## src/design/dshs_pkg.sv

```systemverilog
package dshs_pkg;

	localparam int POSITION_BITS_DEF = 32;
	localparam int DELAY_BITS_DEF    = 16;

	// Widths fixed by the stream and register formats.
	localparam int CFG_DATA_BITS  = 16;
	localparam int CFG_INDEX_BITS = 3;
	localparam int MOVE_BITS      = 24;
	localparam int REM_BITS       = 24;
	localparam int POS_OUT_BITS   = 32;
	localparam int IN_DATA_BITS   = 32;
	localparam int OUT_DATA_BITS  = 40;

	typedef enum logic [CFG_INDEX_BITS-1:0] {
		REG_HOME_DIR_NEG  = 3'd0,
		REG_FAST_DELAY    = 3'd1,
		REG_FINE_DELAY    = 3'd2,
		REG_RUN_DELAY     = 3'd3,
		REG_SEARCH_STEPS  = 3'd4,
		REG_BACKOFF_STEPS = 3'd5,
		REG_APPROACH_STEPS = 3'd6
	} reg_index_t;

	localparam logic [CFG_DATA_BITS-1:0] FAST_DELAY_RST    = 16'd200;
	localparam logic [CFG_DATA_BITS-1:0] FINE_DELAY_RST    = 16'd1000;
	localparam logic [CFG_DATA_BITS-1:0] RUN_DELAY_RST     = 16'd400;
	localparam logic [CFG_DATA_BITS-1:0] SEARCH_STEPS_RST  = 16'd1000;
	localparam logic [CFG_DATA_BITS-1:0] BACKOFF_STEPS_RST = 16'd500;
	localparam logic [CFG_DATA_BITS-1:0] APPROACH_STEPS_RST = 16'd50;

	typedef enum logic [1:0] {
		OP_NONE = 2'd0,
		OP_HOME = 2'd1,
		OP_MOVE = 2'd2
	} op_t;

	typedef enum logic [2:0] {
		PH_IDLE     = 3'd0,
		PH_FAST     = 3'd1,
		PH_BACKOFF  = 3'd2,
		PH_APPROACH = 3'd3,
		PH_MOVE     = 3'd4
	} phase_t;

	typedef struct packed {
		logic                     home_dir_neg;
		logic [CFG_DATA_BITS-1:0] fast_delay;
		logic [CFG_DATA_BITS-1:0] fine_delay;
		logic [CFG_DATA_BITS-1:0] run_delay;
		logic [CFG_DATA_BITS-1:0] search_steps;
		logic [CFG_DATA_BITS-1:0] backoff_steps;
		logic [CFG_DATA_BITS-1:0] approach_steps;
	} cfg_t;

	typedef struct packed {
		logic signed [POS_OUT_BITS-1:0] position;
		logic                           homed;
		logic                           command_accepted;
		logic                           busy_res;
		logic                           top_direction;
		logic                           step_pulse;
	} result_t;

endpackage

```

## src/design/dshs_engine.sv

```systemverilog
module dshs_engine import dshs_pkg::*; #(
	parameter int POSITION_BITS = POSITION_BITS_DEF,
	parameter int DELAY_BITS    = DELAY_BITS_DEF
) (
	input  logic                        clk,
	input  logic                        arst_n,
	input  logic                        en,
	input  op_t                         op,
	input  logic signed [MOVE_BITS-1:0] move_steps,
	input  logic                        sensor_hit,
	input  cfg_t                        cfg,
	output result_t                     res
);

	phase_t                     phase_q, phase_c;
	logic signed [REM_BITS-1:0] rem_q, rem_c;
	logic [DELAY_BITS-1:0]      dly_q, dly_c;
	logic [DELAY_BITS-1:0]      tc_q, tc_c;
	logic [POSITION_BITS-1:0]   pos_q, pos_c;
	logic                       accepted;
	logic                       homed;
	logic                       pulse;
	logic                       dir;
	logic [POS_OUT_BITS-1:0]    pos_out;

	function automatic logic signed [REM_BITS-1:0] load_block(
		input logic [CFG_DATA_BITS-1:0] cnt,
		input logic                     neg
	);
		logic signed [REM_BITS-1:0] mag;
		mag = REM_BITS'(cnt);
		return neg ? -mag : mag;
	endfunction

	// Command first, then the step engine, then the homing and move phase logic.
	always_comb begin
		phase_c  = phase_q;
		rem_c    = rem_q;
		dly_c    = dly_q;
		tc_c     = tc_q;
		pos_c    = pos_q;
		accepted = 1'b0;
		homed    = 1'b0;
		pulse    = 1'b0;

		if (phase_q == PH_IDLE && op == OP_HOME) begin
			dly_c    = DELAY_BITS'(cfg.fast_delay);
			rem_c    = load_block(cfg.search_steps, cfg.home_dir_neg);
			phase_c  = PH_FAST;
			accepted = 1'b1;
		end else if (phase_q == PH_IDLE && op == OP_MOVE) begin
			dly_c    = DELAY_BITS'(cfg.run_delay);
			rem_c    = REM_BITS'(move_steps);
			phase_c  = PH_MOVE;
			accepted = 1'b1;
		end

		dir = rem_c[REM_BITS-1];
		if (rem_c != '0) begin
			if (tc_c != '1)
				tc_c = tc_c + DELAY_BITS'(1);
			if (tc_c >= dly_c) begin
				tc_c  = '0;
				pulse = 1'b1;
				if (dir) begin
					pos_c = pos_c - POSITION_BITS'(1);
					rem_c = rem_c + REM_BITS'(1);
				end else begin
					pos_c = pos_c + POSITION_BITS'(1);
					rem_c = rem_c - REM_BITS'(1);
				end
			end
		end else begin
			tc_c = '0;
		end

		case (phase_c)
			PH_IDLE: begin
			end
			PH_FAST: begin
				if (sensor_hit) begin
					tc_c    = '0;
					dly_c   = DELAY_BITS'(cfg.fine_delay);
					rem_c   = load_block(cfg.backoff_steps, !cfg.home_dir_neg);
					phase_c = PH_BACKOFF;
				end else if (rem_c == '0) begin
					rem_c = load_block(cfg.search_steps, cfg.home_dir_neg);
				end
			end
			PH_BACKOFF: begin
				if (!sensor_hit) begin
					tc_c    = '0;
					rem_c   = load_block(cfg.approach_steps, cfg.home_dir_neg);
					phase_c = PH_APPROACH;
				end else if (rem_c == '0) begin
					rem_c = load_block(cfg.backoff_steps, !cfg.home_dir_neg);
				end
			end
			PH_APPROACH: begin
				if (sensor_hit) begin
					tc_c    = '0;
					rem_c   = '0;
					pos_c   = '0;
					phase_c = PH_IDLE;
					homed   = 1'b1;
				end else if (rem_c == '0) begin
					rem_c = load_block(cfg.approach_steps, cfg.home_dir_neg);
				end
			end
			PH_MOVE: begin
				if (rem_c == '0)
					phase_c = PH_IDLE;
			end
			default: begin
				phase_c = PH_IDLE;
			end
		endcase

		// Without a step the direction shows the sign of what is still queued.
		if (!pulse)
			dir = rem_c[REM_BITS-1];
	end

	generate
		if (POSITION_BITS >= POS_OUT_BITS) begin : g_pos_trunc
			assign pos_out = pos_c[POS_OUT_BITS-1:0];
		end else begin : g_pos_sext
			assign pos_out = {{(POS_OUT_BITS-POSITION_BITS){pos_c[POSITION_BITS-1]}}, pos_c};
		end
	endgenerate

	always_comb begin
		res.step_pulse       = pulse;
		res.top_direction    = dir;
		res.busy_res         = (phase_c != PH_IDLE);
		res.command_accepted = accepted;
		res.homed            = homed;
		res.position         = $signed(pos_out);
	end

	always_ff @(posedge clk or negedge arst_n) begin
		if (!arst_n) begin
			phase_q <= PH_IDLE;
			rem_q   <= '0;
			dly_q   <= '0;
			tc_q    <= '0;
			pos_q   <= '0;
		end else if (en) begin
			phase_q <= phase_c;
			rem_q   <= rem_c;
			dly_q   <= dly_c;
			tc_q    <= tc_c;
			pos_q   <= pos_c;
		end
	end

	a_idle_no_steps: assert property (@(posedge clk) disable iff (!arst_n)
		phase_q == PH_IDLE |-> rem_q == '0)
		else $error("steps queued while idle");

	a_counter_held: assert property (@(posedge clk) disable iff (!arst_n)
		rem_q == '0 |-> tc_q == '0)
		else $error("tick counter running with no steps queued");

	a_accept_only_idle: assert property (@(posedge clk) disable iff (!arst_n)
		res.command_accepted |-> phase_q == PH_IDLE)
		else $error("command taken while busy");

	a_homed_zeroes: assert property (@(posedge clk) disable iff (!arst_n)
		(en && res.homed) |=> (pos_q == '0 && phase_q == PH_IDLE))
		else $error("homing finished without zeroed position");

endmodule

```

## src/design/dual_stepper_homing_sequencer_unit.sv

```systemverilog
// Homing and move sequencer for two opposed steppers sharing one step count.
// Each input request is one microsecond tick carrying the sensor level and an
// optional command (tuser: none, home, move); each request yields exactly one
// result request. A tick is processed as it is accepted: the tick is applied to
// the phase, step counter and position registers and its result lands in the
// output register, so the block takes one request per clock, and the result is
// offered in the cycle after acceptance. The only limit on that rate is
// the output register: a new tick is taken whenever the result register is
// empty or is being drained in the same cycle. Configuration registers reset
// to their documented defaults and should be written only while the block is
// idle; writes to an index beyond the last register are ignored.
module dual_stepper_homing_sequencer_unit import dshs_pkg::*; #(
	parameter int POSITION_BITS = POSITION_BITS_DEF,
	parameter int DELAY_BITS    = DELAY_BITS_DEF
) (
	input  logic                      clk,
	input  logic                      arst_n,

	input  logic                      s_axis_tvalid,
	output logic                      s_axis_tready,
	// [23:0] move_steps, [24] sensor_hit, [31:25] zero
	input  logic [IN_DATA_BITS-1:0]   s_axis_tdata,
	// [1:0] op
	input  logic [1:0]                s_axis_tuser,

	output logic                      m_axis_tvalid,
	input  logic                      m_axis_tready,
	// [0] step_pulse, [1] top_direction, [2] busy_res, [3] command_accepted,
	// [4] homed, [36:5] position, [39:37] zero
	output logic [OUT_DATA_BITS-1:0]  m_axis_tdata,

	input  logic                      cfg_wr_en,
	input  logic [CFG_INDEX_BITS-1:0] cfg_index,
	input  logic [CFG_DATA_BITS-1:0]  cfg_wdata
);

	cfg_t    cfg_q;
	result_t res;
	result_t out_q;
	logic    out_valid_q;
	logic    accept;

	assign s_axis_tready = !out_valid_q || m_axis_tready;
	assign accept        = s_axis_tvalid && s_axis_tready;

	always_ff @(posedge clk or negedge arst_n) begin
		if (!arst_n) begin
			cfg_q.home_dir_neg   <= 1'b0;
			cfg_q.fast_delay     <= FAST_DELAY_RST;
			cfg_q.fine_delay     <= FINE_DELAY_RST;
			cfg_q.run_delay      <= RUN_DELAY_RST;
			cfg_q.search_steps   <= SEARCH_STEPS_RST;
			cfg_q.backoff_steps  <= BACKOFF_STEPS_RST;
			cfg_q.approach_steps <= APPROACH_STEPS_RST;
		end else if (cfg_wr_en) begin
			case (reg_index_t'(cfg_index))
				REG_HOME_DIR_NEG:   cfg_q.home_dir_neg   <= cfg_wdata[0];
				REG_FAST_DELAY:     cfg_q.fast_delay     <= cfg_wdata;
				REG_FINE_DELAY:     cfg_q.fine_delay     <= cfg_wdata;
				REG_RUN_DELAY:      cfg_q.run_delay      <= cfg_wdata;
				REG_SEARCH_STEPS:   cfg_q.search_steps   <= cfg_wdata;
				REG_BACKOFF_STEPS:  cfg_q.backoff_steps  <= cfg_wdata;
				REG_APPROACH_STEPS: cfg_q.approach_steps <= cfg_wdata;
				default: begin
				end
			endcase
		end
	end

	dshs_engine #(
		.POSITION_BITS(POSITION_BITS),
		.DELAY_BITS   (DELAY_BITS)
	) u_engine (
		.clk       (clk),
		.arst_n    (arst_n),
		.en        (accept),
		.op        (op_t'(s_axis_tuser)),
		.move_steps($signed(s_axis_tdata[MOVE_BITS-1:0])),
		.sensor_hit(s_axis_tdata[MOVE_BITS]),
		.cfg       (cfg_q),
		.res       (res)
	);

	always_ff @(posedge clk or negedge arst_n) begin
		if (!arst_n) begin
			out_valid_q <= 1'b0;
		end else if (accept) begin
			out_valid_q <= 1'b1;
		end else if (m_axis_tready) begin
			out_valid_q <= 1'b0;
		end
	end

	always_ff @(posedge clk) begin
		if (accept)
			out_q <= res;
	end

	assign m_axis_tvalid = out_valid_q;
	assign m_axis_tdata  = OUT_DATA_BITS'(out_q);

endmodule

```

## config.mk

```make
export PLATFORM = sky130hd
export DESIGN_NAME = dual_stepper_homing_sequencer_unit
export DESIGN_NICKNAME = d
export VERILOG_FILES = /design/src/design/dshs_pkg.sv /design/src/design/dshs_engine.sv /design/src/design/dual_stepper_homing_sequencer_unit.sv
export SDC_FILE = /design/constraint.sdc
export NUM_CORES = 1
export LEC_CHECK = 0
export BUFFER_PORTS_ARGS = -buffer_cell sky130_fd_sc_hd__buf_2
export CORE_MARGIN = 2
export CORE_UTILIZATION = 40
export CTS_CLUSTER_SIZE = 30
export DETAILED_ROUTE_END_ITERATION = 6
export HOLD_SLACK_MARGIN = 0.1
export SKIP_LAST_GASP = 1
export SYNTH_ARGS = -nofsm -noshare
export SYNTH_HDL_FRONTEND = slang
export SYNTH_SLANG_ARGS = --single-unit
```

## constraint.sdc

```tcl
create_clock -name clk -period 8.7 [get_ports clk]
set_input_delay 0.87 -clock clk [delete_from_list [all_inputs] [get_ports clk]]
set_output_delay 0.87 -clock clk [all_outputs]
set_load 0.02 [all_outputs]
```

==> results.txt <==
----------------------------------------------------
[Cells and area]
  Growth of design area from synthesis to finish ... 11.2%
  Finished Cell Area ... roughly 0.018 mm^2
  Fraction of final layout cells with drive strength greater than 1 ... between 10% and 20%
  Area of combinational cells with multiple inputs ... approximately 0.01 mm^2
  Reg area ... ~0.006 mm^2
  Fill cell total of the finished layout ... ~3900
  Number of nets in the layout ... slightly above 2000

[Power and ir drop]
  Int Pwr ... just under 4 mW
  Worst IR drop on VDD ... 0.164 mV
  Power dissipated by switching net loads ... about 3.4 mW
  Share of power burned in the clock network ... around 18%
  Proportion of power drawn by flip-flops and latches ... about a quarter
  Power per standard cell area ... roughly 390 mW/mm^2
  Leakage power of the design ... roughly 7.8 nW
  Net switching fraction of the power ... between 40% and 50%
  Comb pwr share ... around 59%

[Clock tree]
  Max Root-Sink Buffers ... 3
  Clock tree from TritonCTS ... built
  Number of buffers inserted to repair setup after CTS ... 0
  Cts bufs inserted ... 28
  CTS root buffer ... sky130_fd_sc_hd__clkbuf_16
  Clk Latency, worst-skew pair ... about 0.57 ns
  Clk pin slew, worst setup/hold paths ... approximately 0.06 ns
  Deepest level of the CTS H-tree ... 1
  Number of clock sinks ... 226
  Post-cts sizing count ... 0
  Number of hold buffers added after CTS ... 0

[Logic synthesis]
  Post-synthesis cell type count ... 110
  Count of state elements after synthesis ... roughly 230
  Yosys warnings ... 0
  Synth top area share ... 24.5%
  Proportion of synthesized chip area in sequential cells ... 35.4%
  Dominant cell type by area after synthesis ... sky130_fd_sc_hd__dfrtp_1
  Gate count after technology mapping ... 1912
  Primary flip-flop cell chosen by synthesis mapping ... sky130_fd_sc_hd__dfrtp_1
  Post-synthesis cell area ... about 0.017 mm^2
  Post-synthesis area per instance ... between 8 and 9 um^2
  Leading post-synthesis cells by instance count ... sky130_fd_sc_hd__nand2_1 (301), sky130_fd_sc_hd__dfrtp_1 (162), sky130_fd_sc_hd__a21oi_1 (159), sky130_fd_sc_hd__nor2_1 (145), sky130_fd_sc_hd__o21ai_0 (113)
  Main area contributors after synthesis ... sky130_fd_sc_hd__dfrtp_1 (24%), sky130_fd_sc_hd__nand2_1 (6.8%), sky130_fd_sc_hd__mux2_2 (6.8%)
  Number of flops mapped to enable cells by yosys ... 37
  Share of synthesized registers carrying an async set or reset ... between 80% and 90%
  Most frequent cell after synthesis ... sky130_fd_sc_hd__nand2_1

[Floorplan]
  Die width ... between 200 and 250 um
  Starting density of the core ... between 40% and 50%
  I/O pin count ... 100
  Num rows ... 74
  Core Area ... around 0.041 mm^2
  Die footprint ... about 0.043 mm^2
  Chip height ... ~210 um

[Setup path]
  Slack of the worst reg-to-reg path ... between 1.5 and 2 ns
  Crit path from ... u_engine.phase_q[0]$_DFFE_PN0P_
  End point of the critical path ... m_axis_tdata[1]$_DFFE_PP_
  Startpoint kind of the worst setup timing path ... register
  Source of the worst register-to-register timing path ... u_engine.phase_q[0]$_DFFE_PN0P_
  Critical Path Sink Type ... register
  Worst EP required ... ~9 ns
  Endpoint of the lowest-slack register-to-register path ... m_axis_tdata[1]$_DFFE_PP_
  Setup CP Type ... reg -> reg
  Worst Path Arrival ... 7.40 ns
  Largest fanout of any net on the critical path ... 42
  Number of cells on the worst reg-to-reg path ... 19

[Routing]
  Vias per cell ... 5.91
  Vias after detailed routing ... roughly 15000
  Total wirelength of the detailed-routed design ... 49300 um
  # DRC ... 0
  First-pass DRT Iterations ... 5
  Average routed wire per standard cell ... about 20 um
  Iter 0 DRT Violations ... between 1000 and 1500
  Remaining antenna violation count after routing ... 0

[Job]
  Max Cap Violations ... 0

[STA]
  Worst slew margin ... between 20 and 30%
  RSZ-0062 raised after global routing ... no
  Worst-case clock skew ... roughly 0.030 ns
  Final setup violation count ... 0
  Minimum period implied by the final worst setup slack ... approximately 7.1 ns
  Endpoints failing hold ... 0
  Achievable clock frequency ... 141 MHz
  Slew at the pin closest to its max-slew limit ... between 1 and 1.5 ns
  Final worst-path cycle share ... about four fifths
  Final TNS setup ... 0 ns
  Final-report max-slew violation count ... 0

[Placed design]
  Detailed-placement wirelength estimate ... 35300 um
  Quantity of I/O buffers inserted on ports ... slightly below 90
  DP Area ... 0.0174 mm^2
  Final RePlAce weighted congestion ... slightly above 0.9

[GRT]
  Wire length of the first global-routing pass ... between 70000 and 80000 um
  Antenna violations before repair ... 1
  Total global routing overflow ... 0
  Overall routing resource usage ... 22.4%
  Number of global-route vias before repair ... 14100
  Pin count of the biggest net entering global routing ... 84

[Run status]
  Run status ... complete, no violations

[Worst hold path]
  Class of the worst hold path ... in -> async

----------------------------------------------------
[per-stage QoR]
stage	hold WS (ns)	total power, mW	setup WS, ns	instances	util [%]
5_1_grt	0.394	7.83	1.22	2501	45.1
4_1_cts	0.366	7.23	1.71	2501	45.1
3_5_place_dp	0.470	5.91	1.63	2449	42.6
2_1_floorplan	0.450	4.92	1.72	1914	-
3_3_place_gp	0.461	5.83	1.67	2449	42.6
6_report	0.359	7.26	1.61	2502	45.2
[how the worst min path moves through the flow]
| stage | endpoint |
|---|---|
| 6_report | u_engine.pos_q[2]$_DFFE_PN0P_ |
| 5_1_grt | u_engine.pos_q[2]$_DFFE_PN0P_ |
| 4_1_cts | u_engine.pos_q[2]$_DFFE_PN0P_ |
| 3_5_place_dp | u_engine.dly_q[15]$_DFFE_PN0P_ |
| 3_3_place_gp | u_engine.dly_q[5]$_DFFE_PN0P_ |
| 2_1_floorplan | u_engine.dly_q[10]$_DFFE_PN0P_ |
[kinds of logic (layout without fill, tap and decap cells)]
logic type	count (synthesis)	in the layout	share of synthesized area (%)
flops	226	226	35.4
compound gates	560	560	22.8
simple gates	684	684	19.2
other cells	1	4	0.0226
xor+xnor	104	104	5.59
buf+inv	153	208	4.01
fa+ha+maj	67	67	5.10
mux	117	117	7.84
[cells in the final DEF (no fill, tap or decap), drive strengths merged, types with 39 or more instances in the layout]
cell,instances
nand2,301
dfrtp,162
a21oi,159
nor2,149
o21ai,119
buf,110
mux2,100
ha,66
xnor2,65
nand3,46
inv,46
nor3,40
xor2,39
[power by group through the flow]
stage	clock network, mW	registers [mW]	logic, mW
after floorplan	0	1.68	3.24
after global placement	0	1.70	4.12
after detailed placement	0	1.72	4.19
after CTS	1.31	1.70	4.22
after global routing	1.36	1.75	4.73
final	1.28	1.71	4.27
[worst max-delay path, stage by stage (launching register included)]
cell and delay (ns):
sky130_fd_sc_hd__dfrtp_1 0.53, sky130_fd_sc_hd__or3_1 0.75, sky130_fd_sc_hd__nor2_8 0.48, sky130_fd_sc_hd__buf_4 0.39, sky130_fd_sc_hd__a21oi_1 0.07, sky130_fd_sc_hd__a21oi_1 0.27, sky130_fd_sc_hd__ha_1 0.31, sky130_fd_sc_hd__a211o_1 0.30
sky130_fd_sc_hd__or2_2 0.27, sky130_fd_sc_hd__a21oi_1 0.42, sky130_fd_sc_hd__a21o_2 0.24, sky130_fd_sc_hd__buf_4 0.43, sky130_fd_sc_hd__nor2_1 0.07, sky130_fd_sc_hd__a221oi_1 0.33, sky130_fd_sc_hd__nor4b_1 0.35, sky130_fd_sc_hd__and4_1 0.32
sky130_fd_sc_hd__nand3_2 0.41, sky130_fd_sc_hd__o221ai_1 0.37, sky130_fd_sc_hd__and4b_2 0.35, sky130_fd_sc_hd__a2bb2oi_1 0.08
[flip-flops by register name, summed over array words and instances, names as in the netlist]
register	count
cfg_q	97
m_axis_tdata	37
u_engine.pos_q	32
u_engine.rem_q	24
u_engine.dly_q	16
u_engine.tc_q	16
u_engine.phase_q	3
m_axis_tvalid	1
[cell type report]
type,count,share of cell area [%]
multi-input combinational,1535,54.7
sequential,226,31.9
clock buffer,32,4.00
tap,532,3.61
timing repair buffer,111,3.36
clock inverter,20,1.54
inverter,45,0.930
antenna,1,0.0136
[per-layer routing]
metal  vias to the layer above  part of all wire, %  global-route usage (%)
li1                       7060                    -                       -
met1                      7130                   46                    31.6
met2                       501                   45                    35.0
met3                        87                  6.3                    3.77
met4                         0                  3.0                    7.51
met5                         -                    0                       0
No activity file was read; power rests on OpenSTA's default activity.
